==> src/hdl/esps_pkg.sv <==
// Shared constants, codes and control structs for the escape sequence passthrough switch.
`default_nettype none
package esps_pkg;

  localparam int HOLD_DEPTH = 32;
  localparam int CNT_W      = $clog2(HOLD_DEPTH + 1);
  localparam int IDX_W      = $clog2(HOLD_DEPTH);

  localparam int BYTE_W     = 8;
  localparam int MIN_W      = 6;
  localparam int TMO_W      = 10;
  localparam int PAUSE_W    = 11;
  localparam int CFG_W      = 11;
  localparam int CFG_ADDR_W = 2;
  localparam int CMP_W      = (CNT_W > MIN_W) ? CNT_W : MIN_W;

  // register indexes
  localparam logic [CFG_ADDR_W-1:0] CFG_MIN_COUNT = 2'd0;
  localparam logic [CFG_ADDR_W-1:0] CFG_TIMEOUT   = 2'd1;
  localparam logic [CFG_ADDR_W-1:0] CFG_PAUSE     = 2'd2;

  localparam logic [MIN_W-1:0]   RST_MIN_COUNT = 6'd7;
  localparam logic [TMO_W-1:0]   RST_TIMEOUT   = 10'd500;
  localparam logic [PAUSE_W-1:0] RST_PAUSE     = 11'd1500;

  // input word kinds
  localparam logic [1:0] ACT_HOST   = 2'd0;
  localparam logic [1:0] ACT_TICK   = 2'd1;
  localparam logic [1:0] ACT_RECV   = 2'd2;
  localparam logic [1:0] ACT_STREAM = 2'd3;

  // output destinations
  localparam logic [1:0] DEST_RECV    = 2'd0;
  localparam logic [1:0] DEST_HOST    = 2'd1;
  localparam logic [1:0] DEST_CONSOLE = 2'd2;

  localparam logic [BYTE_W-1:0] CH_PLUS = 8'h2B;
  localparam logic [BYTE_W-1:0] CH_EQ   = 8'h3D;
  localparam logic [BYTE_W-1:0] CH_CR   = 8'h0D;
  localparam logic [BYTE_W-1:0] CH_LF   = 8'h0A;

  typedef struct packed {
    logic slot_free;     // output register empty or draining
    logic dec_single;    // word in flight yields one result
    logic dec_flush;     // word in flight starts a flush
    logic tail_pending;  // flush ends with the current byte
    logic flush_end;     // flush pointer at last held byte
  } esps_status_t;

  typedef struct packed {
    logic accept;
    logic flush_start;
    logic flush_step;
    logic tail_step;
  } esps_cmd_t;

endpackage
`default_nettype wire

==> src/hdl/esps_ctrl.sv <==
// Controller: accepts words and sequences held-byte flushes.
`default_nettype none
module esps_ctrl import esps_pkg::*; (
  input  logic         clk,
  input  logic         rst,
  input  logic         s_tvalid,
  output logic         s_tready,
  input  esps_status_t status,
  output esps_cmd_t    cmd
);

  typedef enum logic [1:0] {ST_IDLE, ST_FLUSH, ST_TAIL} state_t;

  state_t state, state_next;

  assign s_tready = (state == ST_IDLE) && status.slot_free;

  always_comb begin
    cmd        = '0;
    state_next = state;
    unique case (state)
      ST_IDLE: begin
        if (s_tvalid && status.slot_free) begin
          cmd.accept = 1'b1;
          if (status.dec_flush) begin
            cmd.flush_start = 1'b1;
            state_next      = ST_FLUSH;
          end
        end
      end
      ST_FLUSH: begin
        if (status.slot_free) begin
          cmd.flush_step = 1'b1;
          if (status.flush_end) begin
            state_next = status.tail_pending ? ST_TAIL : ST_IDLE;
          end
        end
      end
      ST_TAIL: begin
        if (status.slot_free) begin
          cmd.tail_step = 1'b1;
          state_next    = ST_IDLE;
        end
      end
      default: state_next = ST_IDLE;
    endcase
  end

  always_ff @(posedge clk) begin
    if (rst) begin
      state <= ST_IDLE;
    end else begin
      state <= state_next;
    end
  end

endmodule
`default_nettype wire

==> src/hdl/esps_datapath.sv <==
// Datapath: config registers, mode and hold state, hold buffer and output register.
`default_nettype none
module esps_datapath import esps_pkg::*; (
  input  logic                  clk,
  input  logic                  rst,
  input  logic                  cfg_we,
  input  logic [CFG_ADDR_W-1:0] cfg_addr,
  input  logic [CFG_W-1:0]      cfg_wdata,
  input  logic [BYTE_W-1:0]     s_tdata,
  input  logic [1:0]            s_tuser,
  input  logic                  m_tready,
  output logic                  m_tvalid,
  output logic [BYTE_W-1:0]     m_tdata,
  output logic [2:0]            m_tuser,
  output logic                  m_tlast,
  input  esps_cmd_t             cmd,
  output esps_status_t          status
);

  logic [MIN_W-1:0]   min_count;
  logic [TMO_W-1:0]   timeout;
  logic [PAUSE_W-1:0] pause_cfg;

  logic               console_mode, console_mode_next;
  logic [CNT_W-1:0]   held_count, held_count_next;
  logic [TMO_W-1:0]   idle_elapsed, idle_elapsed_next;
  logic [PAUSE_W-1:0] pause_left, pause_left_next;
  logic               held_kinds [HOLD_DEPTH];

  logic [IDX_W-1:0]   flush_idx;
  logic               tail_pending;
  logic [BYTE_W-1:0]  tail_byte;

  logic               out_valid;
  logic [BYTE_W-1:0]  out_byte;
  logic [1:0]         out_dest;
  logic               out_last;
  logic               out_console;

  logic               is_esc, is_eol, has_held, full, enough;
  logic               dec_single, dec_flush, dec_tail, hold_we;
  logic [1:0]         single_dest;
  logic [CNT_W-1:0]   held_count_m1;
  logic               flush_end;

  assign is_esc   = (s_tdata == CH_PLUS) || (s_tdata == CH_EQ);
  assign is_eol   = (s_tdata == CH_CR) || (s_tdata == CH_LF);
  assign has_held = (held_count != '0);
  assign full     = (held_count == CNT_W'(HOLD_DEPTH));
  assign enough   = (CMP_W'(held_count) >= CMP_W'(min_count));

  assign held_count_m1 = held_count - 1'b1;
  assign flush_end     = (flush_idx == held_count_m1[IDX_W-1:0]);

  // decode of the word at the input and the state it leaves behind
  always_comb begin
    dec_single        = 1'b0;
    dec_flush         = 1'b0;
    dec_tail          = 1'b0;
    hold_we           = 1'b0;
    single_dest       = DEST_RECV;
    console_mode_next = console_mode;
    held_count_next   = held_count;
    idle_elapsed_next = idle_elapsed;
    pause_left_next   = pause_left;
    unique case (s_tuser)
      ACT_HOST: begin
        if (console_mode) begin
          dec_single  = 1'b1;
          single_dest = DEST_CONSOLE;
        end else begin
          if (pause_cfg > pause_left) pause_left_next = pause_cfg;
          if (is_esc && !full) begin
            hold_we           = 1'b1;
            held_count_next   = held_count + 1'b1;
            idle_elapsed_next = '0;
          end else if (is_eol && enough) begin
            held_count_next   = '0;
            idle_elapsed_next = '0;
            console_mode_next = 1'b1;
          end else if (has_held) begin
            dec_flush = 1'b1;
            dec_tail  = 1'b1;
          end else begin
            dec_single  = 1'b1;
            single_dest = DEST_RECV;
          end
        end
      end
      ACT_TICK: begin
        if (pause_left != '0) pause_left_next = pause_left - 1'b1;
        if (!console_mode && has_held) begin
          if (idle_elapsed >= timeout) dec_flush = 1'b1;
          else idle_elapsed_next = idle_elapsed + 1'b1;
        end
      end
      ACT_RECV: begin
        if (!console_mode && (pause_left == '0)) begin
          dec_single  = 1'b1;
          single_dest = DEST_HOST;
        end
      end
      ACT_STREAM: console_mode_next = 1'b0;
    endcase
  end

  always_ff @(posedge clk) begin
    if (rst) begin
      min_count <= RST_MIN_COUNT;
      timeout   <= RST_TIMEOUT;
      pause_cfg <= RST_PAUSE;
    end else if (cfg_we) begin
      if (cfg_addr == CFG_MIN_COUNT) min_count <= cfg_wdata[MIN_W-1:0];
      if (cfg_addr == CFG_TIMEOUT)   timeout   <= cfg_wdata[TMO_W-1:0];
      if (cfg_addr == CFG_PAUSE)     pause_cfg <= cfg_wdata[PAUSE_W-1:0];
    end
  end

  always_ff @(posedge clk) begin
    if (rst) begin
      console_mode <= 1'b0;
      held_count   <= '0;
      idle_elapsed <= '0;
      pause_left   <= '0;
    end else if (cmd.accept) begin
      console_mode <= console_mode_next;
      held_count   <= held_count_next;
      idle_elapsed <= idle_elapsed_next;
      pause_left   <= pause_left_next;
    end else if (cmd.flush_step && flush_end) begin
      held_count   <= '0;
      idle_elapsed <= '0;
    end
  end

  // hold buffer: 1 marks '=', 0 marks '+'
  always_ff @(posedge clk) begin
    if (cmd.accept && hold_we) held_kinds[held_count[IDX_W-1:0]] <= (s_tdata == CH_EQ);
  end

  always_ff @(posedge clk) begin
    if (rst) begin
      tail_pending <= 1'b0;
    end else if (cmd.flush_start) begin
      tail_pending <= dec_tail;
    end
  end

  always_ff @(posedge clk) begin
    if (cmd.flush_start) begin
      flush_idx <= '0;
      tail_byte <= s_tdata;
    end else if (cmd.flush_step) begin
      flush_idx <= flush_idx + 1'b1;
    end
  end

  // output register
  always_ff @(posedge clk) begin
    if (rst) begin
      out_valid <= 1'b0;
    end else if ((cmd.accept && dec_single) || cmd.flush_step || cmd.tail_step) begin
      out_valid <= 1'b1;
    end else if (m_tready) begin
      out_valid <= 1'b0;
    end
  end

  always_ff @(posedge clk) begin
    if (cmd.accept && dec_single) begin
      out_byte    <= s_tdata;
      out_dest    <= single_dest;
      out_last    <= 1'b1;
      out_console <= console_mode;
    end else if (cmd.flush_step) begin
      out_byte    <= held_kinds[flush_idx] ? CH_EQ : CH_PLUS;
      out_dest    <= DEST_RECV;
      out_last    <= flush_end && !tail_pending;
      out_console <= 1'b0;
    end else if (cmd.tail_step) begin
      out_byte    <= tail_byte;
      out_dest    <= DEST_RECV;
      out_last    <= 1'b1;
      out_console <= 1'b0;
    end
  end

  assign m_tvalid = out_valid;
  assign m_tdata  = out_byte;
  assign m_tuser  = {out_console, out_dest};
  assign m_tlast  = out_last;

  assign status.slot_free    = !out_valid || m_tready;
  assign status.dec_single   = dec_single;
  assign status.dec_flush    = dec_flush;
  assign status.tail_pending = tail_pending;
  assign status.flush_end    = flush_end;

endmodule
`default_nettype wire

==> src/hdl/escape_sequence_passthrough_switch.sv <==
// Top level of the escape sequence passthrough switch.
// Usage:
//   Slave stream carries one word per event: s_tuser is the kind (host byte,
//   1 ms tick, receiver byte, return to stream) and s_tdata the byte.
//   Master stream carries result words: m_tdata is the byte, m_tuser gives
//   the destination (receiver, host, console) and the console-mode flag,
//   m_tlast marks the final result of an input word.
//   Config port: cfg_we with cfg_addr 0 min escape count, 1 escape timeout,
//   2 typing pause; write only while the switch is idle.
// Latency and throughput:
//   A word with a single result shows it in the cycle after acceptance; words
//   with no result or one result go at one per cycle while the receiver keeps up.
//   A flush is set up when its word is accepted, then emits the N held bytes,
//   then the current host byte if a host byte started it, all paced by the single
//   output register; the slave side is held off until the flush ends.
// Reset (rst, synchronous): stream mode, nothing held, timers clear, config
//   registers back to 7 / 500 / 1500. Hold buffer contents are not cleared.
// Receiver stall: the output register holds its word; s_tready drops until
//   the output register is free or draining in the same cycle.
`default_nettype none
module escape_sequence_passthrough_switch import esps_pkg::*; (
  input  logic                  clk,
  input  logic                  rst,
  input  logic                  cfg_we,
  input  logic [CFG_ADDR_W-1:0] cfg_addr,
  input  logic [CFG_W-1:0]      cfg_wdata,
  input  logic                  s_tvalid,
  output logic                  s_tready,
  input  logic [BYTE_W-1:0]     s_tdata,   // [7:0] data_byte
  input  logic [1:0]            s_tuser,   // [1:0] action
  output logic                  m_tvalid,
  input  logic                  m_tready,
  output logic [BYTE_W-1:0]     m_tdata,   // [7:0] out_byte
  output logic [2:0]            m_tuser,   // [1:0] destination, [2] console_active
  output logic                  m_tlast
);

  esps_cmd_t    cmd;
  esps_status_t status;

  esps_ctrl u_ctrl (
    .clk      (clk),
    .rst      (rst),
    .s_tvalid (s_tvalid),
    .s_tready (s_tready),
    .status   (status),
    .cmd      (cmd)
  );

  esps_datapath u_dp (
    .clk       (clk),
    .rst       (rst),
    .cfg_we    (cfg_we),
    .cfg_addr  (cfg_addr),
    .cfg_wdata (cfg_wdata),
    .s_tdata   (s_tdata),
    .s_tuser   (s_tuser),
    .m_tready  (m_tready),
    .m_tvalid  (m_tvalid),
    .m_tdata   (m_tdata),
    .m_tuser   (m_tuser),
    .m_tlast   (m_tlast),
    .cmd       (cmd),
    .status    (status)
  );

  // no new word is taken while a flush is emitting
  a_no_accept_in_flush: assert property (@(posedge clk) disable iff (rst)
    !(cmd.accept && (cmd.flush_step || cmd.tail_step)))
    else $error("word accepted during flush");

  // starting a flush closes the slave side for the next cycle
  a_flush_blocks_input: assert property (@(posedge clk) disable iff (rst)
    cmd.flush_start |=> !s_tready)
    else $error("slave side open right after flush start");

  // console words are single results and carry the console flag
  a_console_word: assert property (@(posedge clk) disable iff (rst)
    (m_tvalid && (m_tuser[1:0] == DEST_CONSOLE)) |-> (m_tlast && m_tuser[2]))
    else $error("console word without last or console flag");

  // flush words never claim console mode
  a_flush_stream: assert property (@(posedge clk) disable iff (rst)
    (cmd.flush_step || cmd.tail_step) |=> (m_tvalid && !m_tuser[2]))
    else $error("flush word marked as console");

endmodule
`default_nettype wire
==> config.mk <==
export PLATFORM = sky130hd
export DESIGN_NAME = escape_sequence_passthrough_switch
export DESIGN_NICKNAME = d
export VERILOG_FILES = /design/src/hdl/esps_pkg.sv /design/src/hdl/esps_ctrl.sv /design/src/hdl/esps_datapath.sv /design/src/hdl/escape_sequence_passthrough_switch.sv
export SDC_FILE = /design/constraint.sdc
export NUM_CORES = 1
export LEC_CHECK = 0
export BUFFER_PORTS_ARGS = -buffer_cell sky130_fd_sc_hd__buf_2
export CORE_ASPECT_RATIO = 1.1
export CORE_MARGIN = 2
export CORE_UTILIZATION = 40
export CTS_CLUSTER_SIZE = 20
export DETAILED_ROUTE_END_ITERATION = 10
export GPL_ROUTABILITY_DRIVEN = 0
export PLACE_DENSITY_LB_ADDON = 0.25
export RECOVER_POWER = 25
export REMOVE_ABC_BUFFERS = 1
export SLEW_MARGIN = 20
export SYNTH_ARGS = -nofsm -noshare
export SYNTH_HDL_FRONTEND = slang
export SYNTH_SLANG_ARGS = --single-unit
==> constraint.sdc <==
create_clock -name clk -period 4.7 [get_ports clk]
set_clock_uncertainty 0.1 [all_clocks]
set_input_delay 0.705 -clock clk [delete_from_list [all_inputs] [get_ports clk]]
set_output_delay 0.705 -clock clk [all_outputs]
set_load 0.05 [all_outputs]
* Word level (Yosys, flattened, before mapping) *
Memories as Yosys holds them, arrays and structs flattened. A register that Yosys moved wholly into a read port is not among the register bits.
Cells that the tools add are included.

storage, ports and cells
  register bits after elaboration = 84
  RAM bits = 32
  input bits = 28
  output and inout bits = 14
  logic and storage cells = 166
  memories = 1

operators by class
  add/subtract/negate cells = 5
  magnitude comparators = 3
  equality and inequality tests = 29
  mux-type cells = 73
  reduce and logical (&&, ||, !) cells = 39

memories
  memory           words  width  rd ports  clocked after Yosys merged registers in  write ports  RTL line             RTL
  u_dp.held_kinds  32     1      1         1                                        1            esps_datapath.sv:28  logic held_kinds [HOLD_DEPTH];

operators with widths
  kind                   number
  $mux 10                7
  $mux 6                 6
  $mux 11                3
  $mux 1                 32
  $mux 2                 12
  $mux 8                 3
  $pmux 11 s2            1
  $pmux 10 s2            1
  $eq 8x4->1 const B     2
  $eq 8x6->1 const B     2
  $mux 5                 3
  $ne 3x3->1 const B     5
  $ne 2x1->1 const B     6
  $gt 11x11->1           1
  $logic_not 11->1       1
  $reduce_bool 11->1     1
  $sub 11x1->11 const B  1
  $add 10x1->10 const B  1
  $ge 10x10->1           1
  $logic_and 1x1->1      10
  $reduce_and 5->1       2
  $reduce_bool 2->1      5
  $eq 2x2->1 const B     4
  $ne 2x2->1 const B     4
  19 further kinds       35

* Longest topological paths before layout *
  depth in word-level cells = 14
  gate-level depth with buffers = 12
  gate-level depth less buffers = 9

* Cells and area by module *
From an unflattened synthesis, not the netlist that was laid out.

unflattened totals
  cells, all modules = 676
  area total of the unflattened synthesis = 6512.5 sq um

modules (own cells, without submodules)
  module         times used  cells an instance  area an instance (sq um)  sequential area each (sq um)
  esps_datapath  1           663                6374.9                    2892.8
  esps_ctrl      1           13                 137.6                     40.0

* Worst setup path before layout *
Ideal clock, no wire load.

  kind = register to register
  start = reg u_dp.pause_left[0]
  end = reg u_dp.out_byte[0], in the netlist u_dp.m_tdata[0] (enable)
  library setup time = 0.381 ns
  data arrival time = 2.435 ns
  required time = 4.219 ns
  setup slack = 1.784 ns
  cell stages (with the launch flop) = 11
  buffers on the path = 2
  period minus slack after synthesis = 2.916 ns
  path through = dfxtp_1 inv_1 ha_1 or3b_1 or3_4 nor4_4 and4b_1 a211o_2 buf_6 buf_6 o21bai_1

between the ends
  longest elaborated chain between the ends = 6

ends and longest elaborated chain
  item                         RTL line              RTL
  start: declaration           esps_datapath.sv:27   logic [PAUSE_W-1:0] pause_left, pause_left_next;
  start signal: assignment     esps_datapath.sv:129  pause_left <= pause_left_next;
  $logic_not 11->1             esps_datapath.sv:98   if (!console_mode && (pause_left == '0)) begin
  $logic_and 1x1->1            esps_datapath.sv:98
  $mux 1                       esps_datapath.sv:98
  $pmux 1 s2                   esps_datapath.sv:66   unique case (s_tuser)
  $logic_and 1x1->1            esps_datapath.sv:170  if (cmd.accept && dec_single) begin
  $reduce_bool 3->1 (no line)  --
  end signal: assignment       esps_datapath.sv:171  out_byte <= s_tdata;
  end signal: assignment       esps_datapath.sv:176  out_byte <= held_kinds[flush_idx] ? CH_EQ : CH_PLUS;
  end signal: assignment       esps_datapath.sv:181  out_byte <= tail_byte;
  end: declaration             esps_datapath.sv:35   logic [BYTE_W-1:0] out_byte;

Every way passes these cells.
A chain may end at the register's enable or synchronous reset.

* Final worst setup path *
  start = reg u_dp.pause_left[0]
  end = reg u_dp.out_console (enable)

between the ends
  longest elaborated chain between the ends = 6

ends and longest elaborated chain
  item                         RTL line              RTL
  $logic_not 11->1             esps_datapath.sv:98
  $logic_and 1x1->1            esps_datapath.sv:98
  $mux 1                       esps_datapath.sv:98
  $pmux 1 s2                   esps_datapath.sv:66
  $logic_and 1x1->1            esps_datapath.sv:170
  $reduce_bool 3->1 (no line)  --
  end signal: assignment       esps_datapath.sv:174  out_console <= console_mode;
  end: declaration             esps_datapath.sv:38   logic out_console;

Every way passes these cells.

==> results.ini <==
[floorplanning]
rows = 48
die_area_um2 = 16900
die_w_um = 124
coreArea_um2 = 15600
ioPinCount = 42
die_h_um = 136
start_util_pct = 40.6

[drt]
num_vias = 4871
viasPerCell = 5.39
wl_per_cell_um = 15.8
ant_nets = 0
drtIter0Drc = 291
drc = 0
wirelength_um = 14300
drtPass1Iterations = 4

[clock_network]
postCtsSetupRepairBufs = 0
ctsResizeCount = 0
ctsRootBufferMaster = clkbuf_16
cts_max_level = 4
clkLatencyLatePin_ns = 0.42
clock_path_buffers = 2
cts_hold_buffers = 0
cts_tree = built
clk_pin_slew_ns = 0.05
clock-sinks = 121
cts_buffers = 17

[timing]
fmax_mhz = 312
setup_viol = 0
report.final.slew_viol_count = 0
whs_ns = 0.349
finalSetupTns_ns = 0
hold_viol = 0
period_minus_slack_ns = 3.20
worst_pin_slew_ns = 0.999
timing.final.crit_share_pct = 68.1
maxSlewHeadroom_pct = 33.3
rsz0062_at_grt = no

[layout]
utilization_pct = 46.1
nets = 757
fill_cells = 1529
drive_gt1_share_pct = 10.5
syn_to_final_growth_pct = 13.6
antenna_cells = 0

[worst_setup_path]
worstPathRequired_ns = 4.63
crit_fanout = 19
crit_path_start_kind = register
cp_slowest_stage_delay_ns = 0.50
endpoint_kind = register
crit_start = u_dp.pause_left[0]
worstPathArrival_ns = 3.13
crit_chain = inv_1 > ha_1 > or3b_1 > or3_4 > nor4_4 > and4b_1 > a211o_2 > o21bai_1
critPathTopFamily = simple AND/OR/NAND/NOR gates
r2r_start = u_dp.pause_left[0]
critical_path_class = register to register
critPathBufInv = 1
crit_slowest_cell = o21bai_1

[global_route]
grt_pass1_vias = 4732
antenna_found_initial = 0
grt_pass1_wl_um = 23300
grt_util_all_layers_pct = 18.0
grt_max_degree = 56
grt_overflow_total = 0

[status]
outcome = finished clean

[synth]
synth_ff_type = dfxtp_1
avgSynthCellArea_um2 = 9.61
seq_area_frac_synth_pct = 46.3
post-synth-top-count-cell = nor2_1
synth_area_leader_cell = edfxtp_1
synthTopCellsByArea = edfxtp_1, dfxtp_1, ha_1
syn_area_um2 = 6330
yosysWarnings = 0
yosys.area.top_type_share_pct = 24.2
synth_common_cells = nor2_1, dfxtp_1, nand2_1
netlist_instances = 659
synth_enable_flop_cells = 51
synth.distinct_cells = 67
ys_ff_latch = 121
async_flop_share_pct = 0

[run]
max-cap-violations = 0

[hold_path]
hold_class = register to register
worstHoldStart = u_dp.pause_left[1]

[pwr]
p_leak_uw = 0.00267
ir_worst_vdd_mv = 0.260
p_per_area_nw_per_um2 = 358

[place]
port_buffers = 41
hpwl_um = 10400

flip-flops by register name (all words and copies together), names as in the netlist, named ones only:
| register | flops |
|---|---|
| u_dp.out_dest | 2 |
| u_dp.held_kinds | 32 |
| u_dp.min_count | 6 |
| u_dp.flush_idx | 5 |
| u_dp.held_count | 6 |
| u_dp.pause_left | 11 |
| u_dp.out_console | 1 |
| u_dp.m_tdata | 8 |
| u_dp.m_tlast | 1 |
| u_dp.m_tvalid | 1 |
| u_dp.tail_pending | 1 |
| u_dp.timeout | 10 |
| u_dp.console_mode | 1 |
| u_dp.pause_cfg | 11 |
| u_dp.tail_byte | 8 |
| u_ctrl.state | 2 |
| u_dp.idle_elapsed | 10 |
final cells by class:
cell class                 count  area (um2)  share of cell area, %
clock buffer                  22         454                   6.31
timing repair buffer          44         200                   2.78
sequential                   121        2930                   40.7
clock inverter                 9         101                   1.41
inverter                      38         143                   1.98
multi-input combinational    469        3120                   43.3
tap                          200         250                   3.48
worst reg2reg max path, stage by stage, from the launching register on:
cell and delay, ns:
dfxtp_1 0.35, inv_1 0.09, ha_1 0.18, or3b_1 0.40, or3_4 0.39, nor4_4 0.26, and4b_1 0.26, a211o_2 0.27
o21bai_1 0.50
through the flow:
step,area (um2),setup slack (ns),total power [uW],cells
2_1_floorplan,6190,1.77,1300,628
3_3_place_gp,6670,1.58,1370,872
3_5_place_dp,6670,1.46,1370,872
4_1_cts,7230,1.45,2610,903
5_1_grt,7200,1.27,2680,903
6_report,7200,1.50,2580,903
logic make-up after synthesis:
| logic type | count (synthesis) | synth area share, % |
|---|---|---|
| flip-flops | 121 | 46.3 |
| AO/OA/AOI/OAI | 141 | 15.0 |
| AND/OR/NAND/NOR | 260 | 20.3 |
| buffers and inverters | 69 | 4.48 |
| XOR/XNOR | 11 | 1.52 |
| multiplexers | 19 | 4.82 |
| adder cells (fa/ha/maj) | 38 | 7.51 |
placed cells by master, fill, tap and decap left out, types with 11 or more instances in the layout:
cell	count
nor3_1	11
clkbuf_16	17
nand3_1	19
buf_2	22
nor2_1	85
inv_1	38
edfxtp_1	51
o21ai_0	24
a211o_1	13
nand2_1	70
a21oi_1	41
dfxtp_1	70
clkbuf_1	24
ha_1	38
nand3b_1	12
path summary, 6_finish.rpt:
kind         slack, ns  cells after the start                  to
max               1.50                      8    u_dp.out_console
min               0.35                      2  u_dp.pause_left[1]
max reg2reg       1.50                      8    u_dp.out_console
min reg2reg       0.35                      2  u_dp.pause_left[1]
layer usage:
metal  GRT usage (%)  part of all wire, %  wire length, um  up-vias
met5               0                    0                0        -
met4            6.12                  1.1              164        0
met3            4.57                  3.9              554       12
met2            30.7                   50             7110       89
met1            21.9                   45             6450     2331
li1                -                    -                -     2439
report_power, final:
part           leakage [uW]  switching, uW  internal (uW)  total [uW]
registers          0.000973           16.3           1120        1130
clock network      0.000263            444            784        1230
logic               0.00143            141           74.4         215
total               0.00267            602           1970        2580
No activity file was read; power rests on OpenSTA's default activity.
